<file path="config.mk">
export PLATFORM = sky130hd
export DESIGN_NAME = delimited_packet_rx_fifo
export DESIGN_NICKNAME = d
export VERILOG_FILES = /design/src/sv/dprf_pkg.sv /design/src/sv/dprf_ram.sv /design/src/sv/dprf_datapath.sv /design/src/sv/dprf_ctrl.sv /design/src/sv/delimited_packet_rx_fifo.sv
export SDC_FILE = /design/constraint.sdc
export NUM_CORES = 1
export LEC_CHECK = 0
export BUFFER_PORTS_ARGS = -buffer_cell sky130_fd_sc_hd__buf_4
export CORE_ASPECT_RATIO = 1.2
export CORE_MARGIN = 5
export CORE_UTILIZATION = 52
export DETAILED_ROUTE_END_ITERATION = 8
export PLACE_DENSITY_LB_ADDON = 0.15
export SYNTH_ARGS = -nofsm -noshare
export SYNTH_HDL_FRONTEND = slang
export SYNTH_SLANG_ARGS = --single-unit
</file>
<file path="constraint.sdc">
create_clock -name i_clk -period 3.84 [get_ports i_clk]
set_clock_uncertainty 0.05 [all_clocks]
set_input_delay 0.384 -clock i_clk [delete_from_list [all_inputs] [get_ports i_clk]]
set_output_delay 0.384 -clock i_clk [all_outputs]
set_load 0.02 [all_outputs]
</file>
<file path="src/sv/dprf_pkg.sv">
`timescale 1ns / 1ps
package dprf_pkg;

    localparam int DEPTH_DEF = 64;
    localparam int BYTE_W    = 8;
    localparam int LEN_W     = 6;
    localparam int STATUS_W  = 2;

    localparam logic [LEN_W-1:0]    MAX_LEN_RST = 6'd63;
    localparam logic [BYTE_W-1:0]   DELIM       = 8'h00;

    localparam logic                OP_RECV     = 1'b0;
    localparam logic                OP_REQ      = 1'b1;

    localparam logic [STATUS_W-1:0] ST_BYTE     = 2'd0;
    localparam logic [STATUS_W-1:0] ST_NONE     = 2'd1;
    localparam logic [STATUS_W-1:0] ST_DISCARD  = 2'd2;

    typedef struct packed {
        logic                wr_en;
        logic                scan_init;
        logic                scan_adv;
        logic                raddr_emit;
        logic                discard;
        logic                emit_adv;
        logic                out_load;
        logic [STATUS_W-1:0] out_status;
    } t_cmd;

    typedef struct packed {
        logic scan_done;
        logic is_delim;
        logic oversize;
        logic emit_last;
        logic out_free;
    } t_sts;

endpackage

</file>
<file path="src/sv/dprf_ram.sv">
`timescale 1ns / 1ps
module dprf_ram #(
    parameter int WIDTH = 8,
    parameter int DEPTH = 64
) (
    input  logic                     i_clk,
    input  logic                     i_we,
    input  logic [$clog2(DEPTH)-1:0] i_waddr,
    input  logic [WIDTH-1:0]         i_wdata,
    input  logic [$clog2(DEPTH)-1:0] i_raddr,
    output logic [WIDTH-1:0]         o_rdata
);

    logic [WIDTH-1:0] r_mem [DEPTH];
    logic [WIDTH-1:0] r_rdata;

    always_ff @(posedge i_clk) begin
        if (i_we) begin
            r_mem[i_waddr] <= i_wdata;
        end
        r_rdata <= r_mem[i_raddr];
    end

    assign o_rdata = r_rdata;

endmodule

</file>
<file path="src/sv/dprf_datapath.sv">
`timescale 1ns / 1ps
module dprf_datapath #(
    parameter int DEPTH = dprf_pkg::DEPTH_DEF
) (
    input  logic                          i_clk,
    input  logic                          i_rst_n,
    input  dprf_pkg::t_cmd                i_cmd,
    output dprf_pkg::t_sts                o_sts,
    input  logic [dprf_pkg::BYTE_W-1:0]   i_rx_byte,
    input  logic                          i_cfg_we,
    input  logic [dprf_pkg::LEN_W-1:0]    i_cfg_data,
    input  logic                          i_out_stall,
    output logic                          o_out_valid,
    output logic [dprf_pkg::STATUS_W-1:0] o_status,
    output logic [dprf_pkg::BYTE_W-1:0]   o_data_byte,
    output logic                          o_last,
    output logic [dprf_pkg::LEN_W-1:0]    o_pkt_len
);

    localparam int PW = $clog2(DEPTH);

    logic [PW-1:0]                   r_wr_ptr;
    logic [PW-1:0]                   r_rd_ptr;
    logic [PW-1:0]                   r_scan_ptr;
    logic [PW-1:0]                   r_cnt;
    logic [PW-1:0]                   r_k;
    logic [dprf_pkg::LEN_W-1:0]      r_max;
    logic                            r_out_valid;
    logic [dprf_pkg::STATUS_W-1:0]   r_out_status;
    logic [dprf_pkg::BYTE_W-1:0]     r_out_data;
    logic                            r_out_last;
    logic [dprf_pkg::LEN_W-1:0]      r_out_len;

    logic [PW:0]                     fill_wide;
    logic [PW-1:0]                   fill;
    logic [PW-1:0]                   len;
    logic [dprf_pkg::LEN_W-1:0]      len_ext;
    logic                            full;
    logic                            we;
    logic [PW-1:0]                   raddr;
    logic [dprf_pkg::BYTE_W-1:0]     rdata;
    logic                            out_free;

    function automatic logic [PW-1:0] f_next(input logic [PW-1:0] p);
        logic [PW-1:0] q;
        q = (p == PW'(DEPTH - 1)) ? '0 : p + PW'(1);
        return q;
    endfunction

    assign fill_wide = {1'b0, r_wr_ptr} - {1'b0, r_rd_ptr}
                     + ((r_wr_ptr < r_rd_ptr) ? (PW+1)'(DEPTH) : '0);
    assign fill      = fill_wide[PW-1:0];
    assign len       = r_cnt + PW'(1);
    assign len_ext   = dprf_pkg::LEN_W'(len);
    assign full      = (f_next(r_wr_ptr) == r_rd_ptr);
    assign we        = i_cmd.wr_en && !full;
    assign raddr     = i_cmd.raddr_emit ? r_rd_ptr : r_scan_ptr;
    assign out_free  = !r_out_valid || !i_out_stall;

    dprf_ram #(
        .WIDTH (dprf_pkg::BYTE_W),
        .DEPTH (DEPTH)
    ) u_ram (
        .i_clk   (i_clk),
        .i_we    (we),
        .i_waddr (r_wr_ptr),
        .i_wdata (i_rx_byte),
        .i_raddr (raddr),
        .o_rdata (rdata)
    );

    always_ff @(posedge i_clk) begin
        if (!i_rst_n) begin
            r_wr_ptr    <= '0;
            r_rd_ptr    <= '0;
            r_max       <= dprf_pkg::MAX_LEN_RST;
            r_out_valid <= 1'b0;
        end else begin
            if (we) begin
                r_wr_ptr <= f_next(r_wr_ptr);
            end
            if (i_cmd.discard) begin
                r_rd_ptr <= f_next(r_scan_ptr);
            end else if (i_cmd.emit_adv) begin
                r_rd_ptr <= f_next(r_rd_ptr);
            end
            if (i_cfg_we) begin
                r_max <= i_cfg_data;
            end
            if (i_cmd.out_load) begin
                r_out_valid <= 1'b1;
            end else if (!i_out_stall) begin
                r_out_valid <= 1'b0;
            end
        end
    end

    always_ff @(posedge i_clk) begin
        if (i_cmd.scan_init) begin
            r_scan_ptr <= r_rd_ptr;
            r_cnt      <= '0;
            r_k        <= '0;
        end else if (i_cmd.scan_adv) begin
            r_scan_ptr <= f_next(r_scan_ptr);
            r_cnt      <= r_cnt + PW'(1);
        end else if (i_cmd.emit_adv) begin
            r_k <= r_k + PW'(1);
        end
        if (i_cmd.out_load) begin
            r_out_status <= i_cmd.out_status;
            case (i_cmd.out_status)
                dprf_pkg::ST_BYTE: begin
                    r_out_data <= rdata;
                    r_out_last <= (r_k == r_cnt);
                    r_out_len  <= len_ext;
                end
                dprf_pkg::ST_DISCARD: begin
                    r_out_data <= '0;
                    r_out_last <= 1'b1;
                    r_out_len  <= len_ext;
                end
                default: begin
                    r_out_data <= '0;
                    r_out_last <= 1'b1;
                    r_out_len  <= '0;
                end
            endcase
        end
    end

    assign o_sts.scan_done = (r_cnt == fill);
    assign o_sts.is_delim  = (rdata == dprf_pkg::DELIM);
    assign o_sts.oversize  = (len_ext > r_max);
    assign o_sts.emit_last = (r_k == r_cnt);
    assign o_sts.out_free  = out_free;

    assign o_out_valid     = r_out_valid;
    assign o_status        = r_out_status;
    assign o_data_byte     = r_out_data;
    assign o_last          = r_out_last;
    assign o_pkt_len       = r_out_len;

endmodule

</file>
<file path="src/sv/dprf_ctrl.sv">
`timescale 1ns / 1ps
module dprf_ctrl (
    input  logic           i_clk,
    input  logic           i_rst_n,
    input  logic           i_in_valid,
    input  logic           i_op,
    output logic           o_in_stall,
    input  dprf_pkg::t_sts i_sts,
    output dprf_pkg::t_cmd o_cmd,
    output logic           o_idle
);

    localparam logic [2:0] S_IDLE     = 3'd0;
    localparam logic [2:0] S_SCAN_RD  = 3'd1;
    localparam logic [2:0] S_SCAN_CHK = 3'd2;
    localparam logic [2:0] S_NONE     = 3'd3;
    localparam logic [2:0] S_DECIDE   = 3'd4;
    localparam logic [2:0] S_EMIT_RD  = 3'd5;
    localparam logic [2:0] S_EMIT_OUT = 3'd6;

    logic [2:0] r_state;
    logic [2:0] n_state;

    always_ff @(posedge i_clk) begin
        if (!i_rst_n) begin
            r_state <= S_IDLE;
        end else begin
            r_state <= n_state;
        end
    end

    always_comb begin
        n_state    = r_state;
        o_cmd      = '0;
        o_in_stall = (r_state != S_IDLE);
        case (r_state)
            S_IDLE: begin
                if (i_in_valid) begin
                    if (i_op == dprf_pkg::OP_RECV) begin
                        o_cmd.wr_en = 1'b1;
                    end else begin
                        o_cmd.scan_init = 1'b1;
                        n_state         = S_SCAN_RD;
                    end
                end
            end
            S_SCAN_RD: begin
                n_state = i_sts.scan_done ? S_NONE : S_SCAN_CHK;
            end
            S_SCAN_CHK: begin
                if (i_sts.is_delim) begin
                    n_state = S_DECIDE;
                end else begin
                    o_cmd.scan_adv = 1'b1;
                    n_state        = S_SCAN_RD;
                end
            end
            S_NONE: begin
                if (i_sts.out_free) begin
                    o_cmd.out_load   = 1'b1;
                    o_cmd.out_status = dprf_pkg::ST_NONE;
                    n_state          = S_IDLE;
                end
            end
            S_DECIDE: begin
                if (!i_sts.oversize) begin
                    n_state = S_EMIT_RD;
                end else if (i_sts.out_free) begin
                    o_cmd.out_load   = 1'b1;
                    o_cmd.out_status = dprf_pkg::ST_DISCARD;
                    o_cmd.discard    = 1'b1;
                    n_state          = S_IDLE;
                end
            end
            S_EMIT_RD: begin
                o_cmd.raddr_emit = 1'b1;
                n_state          = S_EMIT_OUT;
            end
            S_EMIT_OUT: begin
                o_cmd.raddr_emit = 1'b1;
                if (i_sts.out_free) begin
                    o_cmd.out_load   = 1'b1;
                    o_cmd.out_status = dprf_pkg::ST_BYTE;
                    o_cmd.emit_adv   = 1'b1;
                    n_state          = i_sts.emit_last ? S_IDLE : S_EMIT_RD;
                end
            end
            default: begin
                n_state = S_IDLE;
            end
        endcase
    end

    assign o_idle = (r_state == S_IDLE);

endmodule

</file>
<file path="src/sv/delimited_packet_rx_fifo.sv">
`timescale 1ns / 1ps
// Receive ring of DEPTH bytes (DEPTH-1 usable) that returns zero-terminated
// packets. A receive transaction stores the byte, or drops it when the ring
// is full. A request transaction scans the ring byte by byte through the
// single read port of the ring memory, then either answers with one result
// (no packet, or oversized packet discarded) or emits the packet byte by
// byte, delimiter included. After a request is taken the input stalls until
// the result or the last packet byte is loaded into the output register,
// and an output stall prolongs the wait.
// The config write sets the longest packet that is delivered and is taken
// only while no request is in progress.
module delimited_packet_rx_fifo #(
    parameter int DEPTH = dprf_pkg::DEPTH_DEF
) (
    input  logic                          i_clk,
    input  logic                          i_rst_n,
    input  logic                          i_in_valid,
    output logic                          o_in_stall,
    input  logic                          i_op,
    input  logic [dprf_pkg::BYTE_W-1:0]   i_rx_byte,
    output logic                          o_out_valid,
    input  logic                          i_out_stall,
    output logic [dprf_pkg::STATUS_W-1:0] o_status,
    output logic [dprf_pkg::BYTE_W-1:0]   o_data_byte,
    output logic                          o_last,
    output logic [dprf_pkg::LEN_W-1:0]    o_pkt_len,
    input  logic                          i_cfg_valid,
    output logic                          o_cfg_ready,
    input  logic [dprf_pkg::LEN_W-1:0]    i_cfg_data
);

    dprf_pkg::t_cmd cmd;
    dprf_pkg::t_sts sts;
    logic           idle;

    assign o_cfg_ready = idle;

    dprf_ctrl u_ctrl (
        .i_clk      (i_clk),
        .i_rst_n    (i_rst_n),
        .i_in_valid (i_in_valid),
        .i_op       (i_op),
        .o_in_stall (o_in_stall),
        .i_sts      (sts),
        .o_cmd      (cmd),
        .o_idle     (idle)
    );

    dprf_datapath #(
        .DEPTH (DEPTH)
    ) u_datapath (
        .i_clk           (i_clk),
        .i_rst_n         (i_rst_n),
        .i_cmd           (cmd),
        .o_sts           (sts),
        .i_rx_byte       (i_rx_byte),
        .i_cfg_we        (i_cfg_valid && o_cfg_ready),
        .i_cfg_data      (i_cfg_data),
        .i_out_stall     (i_out_stall),
        .o_out_valid     (o_out_valid),
        .o_status        (o_status),
        .o_data_byte     (o_data_byte),
        .o_last          (o_last),
        .o_pkt_len       (o_pkt_len)
    );

`ifndef ASSERT_OFF
    a_stall_when_busy: assert property (@(posedge i_clk) disable iff (!i_rst_n)
        !idle |-> o_in_stall)
        else $error("input taken while a request is in progress");

    a_only_bytes_continue: assert property (@(posedge i_clk) disable iff (!i_rst_n)
        (o_out_valid && !o_last) |-> (o_status == dprf_pkg::ST_BYTE))
        else $error("non-byte result without last");

    a_none_has_no_length: assert property (@(posedge i_clk) disable iff (!i_rst_n)
        (o_out_valid && o_status == dprf_pkg::ST_NONE)
        |-> (o_pkt_len == '0 && o_data_byte == '0))
        else $error("no-packet result carries data");

    a_found_has_length: assert property (@(posedge i_clk) disable iff (!i_rst_n)
        (o_out_valid && (o_status == dprf_pkg::ST_BYTE || o_status == dprf_pkg::ST_DISCARD))
        |-> (o_pkt_len != '0))
        else $error("found packet with zero length");
`endif

endmodule

</file>
# After elaboration in Yosys (flattened, before gate mapping)

Memory sizes are Yosys's and may differ from the RTL's. A register that Yosys moved wholly into a read port is not among the register bits.
Index checks and enable logic that the tools add are counted.

Flip-flop bits (word level): 57
Latch bits: 0
Bits in writable memories: 512
ROM bits: 0
Bits of input ports: 20
Output and inout port bits: 20
Logic and storage cells: 92
Memories kept: 1

Add/subtract/negate cells: 7
Multipliers: 0
Div/mod/pow operators: 0
$lt $le $gt $ge: 1
Equality and inequality tests: 17
Shifts and indexed selects: 0
Muxes and demuxes: 37
Bitwise logic cells: 1
Reduce and logical (&&, ||, !) cells: 16

Memory list:

| name                   | depth | width | rd ports | clocked after Yosys merged registers in | wr ports | line           | text |
|---|---|---|---|---|---|---|---|
| u_datapath.u_ram.r_mem | 64    | 8     | 1        | 1                                       | 1        | dprf_ram.sv:14 | `logic [WIDTH-1:0] r_mem [DEPTH];` |

Operator list:

| kind                  | number |
|---|---|
| $mux W6               | 8 |
| $add A6 B1 Y6 const B | 5 |
| $mux W3               | 10 |
| $pmux W3 S7           | 1 |
| $eq A6 B6 Y1          | 3 |
| $eq A6 B6 Y1 const B  | 3 |
| $mux W1               | 14 |
| $eq A3 B3 Y1 const B  | 3 |
| $pmux W3 S3           | 1 |
| $logic_not A8 Y1      | 1 |
| $add A6 B6 Y6 const B | 1 |
| $eq A3 B2 Y1 const B  | 2 |
| $gt A6 B6 Y1          | 1 |
| $sub A6 B6 Y6         | 1 |
| $mux W2               | 2 |
| $mux W4               | 1 |
| $ne A2 B1 Y1 const B  | 2 |
| $ne A2 B2 Y1 const B  | 2 |
| $reduce_bool A2 Y1    | 2 |
| $reduce_or A2 Y1      | 2 |
| $eq A3 B1 Y1 const B  | 1 |
| $logic_not A1 Y1      | 3 |
| $logic_not A3 Y1      | 1 |
| $reduce_and A3 Y1     | 1 |
| 7 further kinds       | 8 |

# Depth between registers and ports, before layout

Word-level depth: 7
Mapped depth: 13
Mapped depth without buffers: 11

# By module

From an unflattened synthesis, not the netlist that was laid out.

Cells, all modules: 1325
Area total of the unflattened synthesis: 23736.5 µm²

By module, submodules not included:

| module                   | times used | cells each | area an instance (µm²) | seq. area each (µm²) |
|---|---|---|---|---|
| dprf_ram                 | 1          | 940        | 20166.8                | 15534.9 |
| dprf_datapath            | 1          | 338        | 3211.8                 | 1311.3 |
| dprf_ctrl                | 1          | 46         | 351.6                  | 60.1 |
| delimited_packet_rx_fifo | 1          | 1          | 6.3                    | 0.0 |

# Least setup slack after synthesis

OpenSTA, ideal clock, no wires.

Path type: register to register
From: reg u_datapath.r_cnt[0]
To: reg u_datapath.r_out_data, in the netlist u_datapath.o_data_byte[0], enable pin
Setup time: 0.372 ns
Data arrival time: 2.607 ns
Required time: 3.418 ns
Path slack: 0.811 ns
Cell stages (with the launch flop): 11
Buffers on the path: 1
Clock period less this slack: 3.029 ns
Cells stage by stage: dfxtp_1 > clkbuf_1 > nand3_1 > xnor2_1 > ha_1 > a21o_1 > a21o_1 > a221oi_1 > nor4_1 > nor2_1 > nand2_1

RTL lines:

| element                  | line                 | text |
|---|---|---|
| start: declaration       | dprf_datapath.sv:25  | `logic [PW-1:0] r_cnt;` |
| start signal: assignment | dprf_datapath.sv:105 | `r_cnt <= r_cnt + PW'(1);` |
| end signal: assignment   | dprf_datapath.sv:113 | `r_out_data <= rdata;` |
| end: declaration         | dprf_datapath.sv:30  | `logic [dprf_pkg::BYTE_W-1:0] r_out_data;` |

# Final worst setup path

From: reg u_datapath.r_wr_ptr[1]
To: mem u_datapath.u_ram.r_mem[41][7], enable pin

Cells in the longest elaborated chain, start to end: 7
Elaborated cells on any way between the ends: 8
Those cells by class: 1 x add/sub; 2 x eq/ne; 3 x mux; 2 x reduce/logical

Ends and longest elaborated chain:

| element                                       | line                | text |
|---|---|---|
| start: declaration                            | dprf_datapath.sv:22 | `logic [PW-1:0] r_wr_ptr;` |
| start signal: assignment                      | dprf_datapath.sv:80 | `r_wr_ptr <= f_next(r_wr_ptr);` |
| $add A6 B1 Y6 or $eq A6 B6 Y1 (tied branches) | dprf_datapath.sv:46 | `q = (p == PW'(DEPTH - 1)) ? '0 : p + PW'(1);` |
| $mux W6                                       | dprf_datapath.sv:46 |  |
| $eq A6 B6 Y1                                  | dprf_datapath.sv:55 | `assign full = (f_next(r_wr_ptr) == r_rd_ptr);` |
| $logic_not A1 Y1                              | dprf_datapath.sv:56 | `assign we = i_cmd.wr_en && !full;` |
| $logic_and A1 B1 Y1                           | dprf_datapath.sv:56 |  |
| $mux W1                                       | dprf_ram.sv:18      | `if (i_we) begin` |
| $mux W1 (implied by the code)                 | dprf_ram.sv:19      | `r_mem[i_waddr] <= i_wdata;` |
| end: declaration                              | dprf_ram.sv:14      |  |

Several ways; a longest one is shown, not always the timed one.

==> results by group <==
Synth
  • Top cell type by total area after synthesis: edfxtp_1
  • Synth Warn #: 0
  • Post-Syn Nets: 2202
  • Post-Syn Area: 26500 sq um
  • Synthesis-stage register bit count: 577
  • Register area share after synthesis: 0.639
  • Top_reg_cell synth: edfxtp_1
  • Mean Syn Cell Area: 12.2 sq um
  • Share of flip-flops with an asynchronous set or reset: 0
  • Count of different cell masters after synthesis: 66
  • Synth top area share: 0.607
  • Synth area leaders: edfxtp_1 (61%), mux2i_1 (3.7%), dfxtp_1 (3.2%), nand2_1 (3.1%), nand3_1 (2.9%)
  • Post-synth EDFFs: 535
  • Post-Syn Instances: 2165

Pwr
  • Peak VDD IR: 0.413 mV
  • Pleak: 0.00969 uW
  • Share of total power in the clock network: 0.377
  • Psw: 3370 uW
  • Cell-internal power: 10200 uW
  • Comb pwr share: 0.103
  • Pwr dens: 463 nW/um^2
  • Net Sw Frac: 0.248
  • Part of the power in registers: 0.520

Cells and area
  • Multi-input gate area: 8770 sq um
  • Antenna diode count: 0
  • Register area: 16900 sq um
  • Share of layout cells above drive strength 1: 0.0983
  • Fin util: 0.583
  • Layout Nets: 2211
  • Final cell count without fillers: 2862
  • Area grow syn2layout: 10.8%
  • Fill count: 3930

Floorplan
  • Initial core utilization: 0.526
  • Die width: 216 microns
  • Boundary pin count: 40
  • Rows: 90
  • Core Area: 50300 sq um
  • Die area: 55500 sq um
  • Die height: 257 microns

Global routing
  • Total grt overflow: 0
  • Largest net degree at the start of global routing: 85
  • Initial antenna violation count: 0
  • GR Util All Layers: 0.250
  • First-pass GRT wire length: 107000 microns
  • Vias in the first global route: 17600

Worst setup path
  • Crit path required time: 4.02 ns
  • Worst setup SP type: flop
  • R2r setup slk: 0.29 ns
  • CP Capture Type: flop
  • Critical setup path kind: flop to flop
  • Worst Path Max Fanout: 12
  • Worst EP arrival: 3.73 ns
  • Cell depth of the worst flop-to-flop path: 8

Detailed routing
  • WL final: 71100 microns
  • DRT antenna net count: 0
  • DR WL/cell: 24.9 microns
  • Detailed-route via count: 18200
  • 1st-pass router iterations: 5
  • Residual DRC: 0
  • Vias/cell: 6.37
  • Drt initial violations: 2206

Clock tree
  • TritonCTS clock tree: yes
  • Clk_lat worst skew: 0.63 ns
  • Clock Path Buffers: 3
  • Clk sinks: 577
  • Worst-path clk slew: 0.07 ns
  • CTS root buffer: clkbuf_16
  • CTS buffer count: 56
  • Count of cells resized by post-cts repair: 0
  • H-tree depth: 2

Timing
  • Final Setup Violations: 0
  • Fin Setup TNS: 0 ns
  • Worst Max-Slew Pin Slew: 1.07 ns
  • Slew Limit Fails: 0
  • Post-route minimum period: 3.55 ns
  • Rel. slew slack: 0.283
  • RSZ-0062 raised after global routing: false
  • WHS: 0.0298 ns
  • Final count of hold timing violations: 0
  • Peak Freq: 0.281 GHz
  • Final period utilization: 0.926

Place
  • # port buffers: 39
  • Placed Cells: 2750
  • Hpwl dp: 43300 microns
  • Placer Congestion: 0.969

Flow run
  • Max cap viols: 0

Run status
  • Status: complete, no violations

Hold path
  • Worst Hold Depth: 2
  • Min-Delay Path Class: primary input to flop
==> metrics by stage <==
step | total power (uW) | setup WS [ns] | cell area (sq um)
2_1_floorplan | 8000 | 0.811 | 26500
3_3_place_gp | 8530 | 0.465 | 27600
3_5_place_dp | 8550 | 0.381 | 27600
4_1_cts | 13600 | 0.357 | 29300
5_1_grt | 14000 | 0.103 | 29300
6_report | 13600 | 0.285 | 29300
==> cell usage in the layout, fill, tap and decap left out, types with 15 or more instances in the layout <==
master     count
a211oi_1      95
a21boi_0      30
a21oi_1       40
a22oi_1       65
a311oi_1      32
a31oi_1       24
a32oi_1       33
buf_4        103
clkbuf_16     56
dfxtp_1       40
edfxtp_1     535
ha_1          16
inv_1         18
mux2i_1       98
nand2_1      220
nand2b_1     118
nand3_1      154
nor2_1       103
nor3_1        21
o211ai_1      23
o21ai_0      112
o22ai_1       33
xnor2_1       23
xor2_1        15
==> metal layers <==
layer	track usage	routed length (microns)	vias to the layer above
met5	0	0	-
met4	0.102	2980	0
met3	0.0382	5440	147
met2	0.407	34000	811
met1	0.340	28700	9001
li1	-	-	8284
==> worst paths after layout <==
path / from / end
worst max-delay path: u_datapath.r_wr_ptr[1] / u_datapath.u_ram.r_mem[41][7]
worst max register to register: u_datapath.r_wr_ptr[1] / u_datapath.u_ram.r_mem[41][7]
worst min register to register: u_datapath.r_k[1] / u_datapath.r_k[1]
worst min-delay path: i_rst_n / u_datapath.r_max[5]
==> repair_timing <==
| action | CTS | global route |
|---|---|---|
| setup buffers | 0 | 0 |
| hold buffers | 10 | 0 |
| endpoints found under the hold margin | 6 | 0 |
==> state kept, by name (all words and copies together), names as in the netlist, 6 cells and up <==
signal and cells:
u_datapath.o_pkt_len 6, u_datapath.r_cnt 6, u_datapath.o_data_byte 8, u_datapath.r_rd_ptr 6, u_datapath.r_max 6, u_datapath.r_wr_ptr 6
u_datapath.r_k 6, u_datapath.r_scan_ptr 6, u_datapath.u_ram.o_rdata 8, u_datapath.u_ram.r_mem 512
==> kinds of logic after synthesis <==
kind of cell | after synthesis | synth area share
compound gates | 528 | 0.138
xor+xnor | 40 | 0.0138
fa+ha+maj | 17 | 0.00832
buf+inv | 193 | 0.0319
flops | 577 | 0.639
mux | 99 | 0.0375
simple gates | 711 | 0.132
==> cell type report <==
type / instances / share of cell area
inverter: 20 / 0.00256
clock inverter: 31 / 0.00665
multi-input combinational: 1395 / 0.299
timing repair buffer: 124 / 0.0373
tap: 644 / 0.0275
sequential: 577 / 0.577
clock buffer: 71 / 0.0504
==> synth_stat cells, types with 7 or more instances <==
library cell  count
nand2_1         221
xnor2_1          23
xor2_1           15
a21oi_1          40
ha_1             16
buf_1             8
nor3_1           21
dfxtp_1          42
o22ai_1          33
or3_1             7
a31oi_1          24
nor2_1          104
a311oi_1         32
a32oi_1          33
nor2b_1          13
o211ai_1         23
and3_1            7
inv_1            18
o21ai_0         112
and4_1            9
edfxtp_1        535
nand3_1         154
buf_4            10
a22oi_1          65
nor4_1           12
mux2i_1          98
nand4_1          14
nand2b_1        118
a2111oi_0         9
clkbuf_1        104
buf_2            46
a211oi_1         95
a21boi_0         30
and2_1           11
==> power groups by stage <==
| stage | combinational [uW] | clock (uW) | sequential (uW) |
|---|---|---|---|
| after floorplan | 889 | 0 | 7110 |
| after global placement | 1350 | 0 | 7180 |
| after detailed placement | 1370 | 0 | 7180 |
| after CTS | 1390 | 5190 | 7050 |
| after global routing | 1510 | 5470 | 7060 |
| final | 1400 | 5120 | 7060 |
==> worst max-delay path, stage by stage, from the launching register on <==
cell and delay, ns:
dfxtp_1 0.59, nand3_1 0.26, and3_1 0.26, o311ai_1 0.24
a21boi_0 0.19, o21ai_1 0.47, nand3_1 0.13, buf_4 0.22
nor2_1 0.74
(Power assumes the default switching activity.)
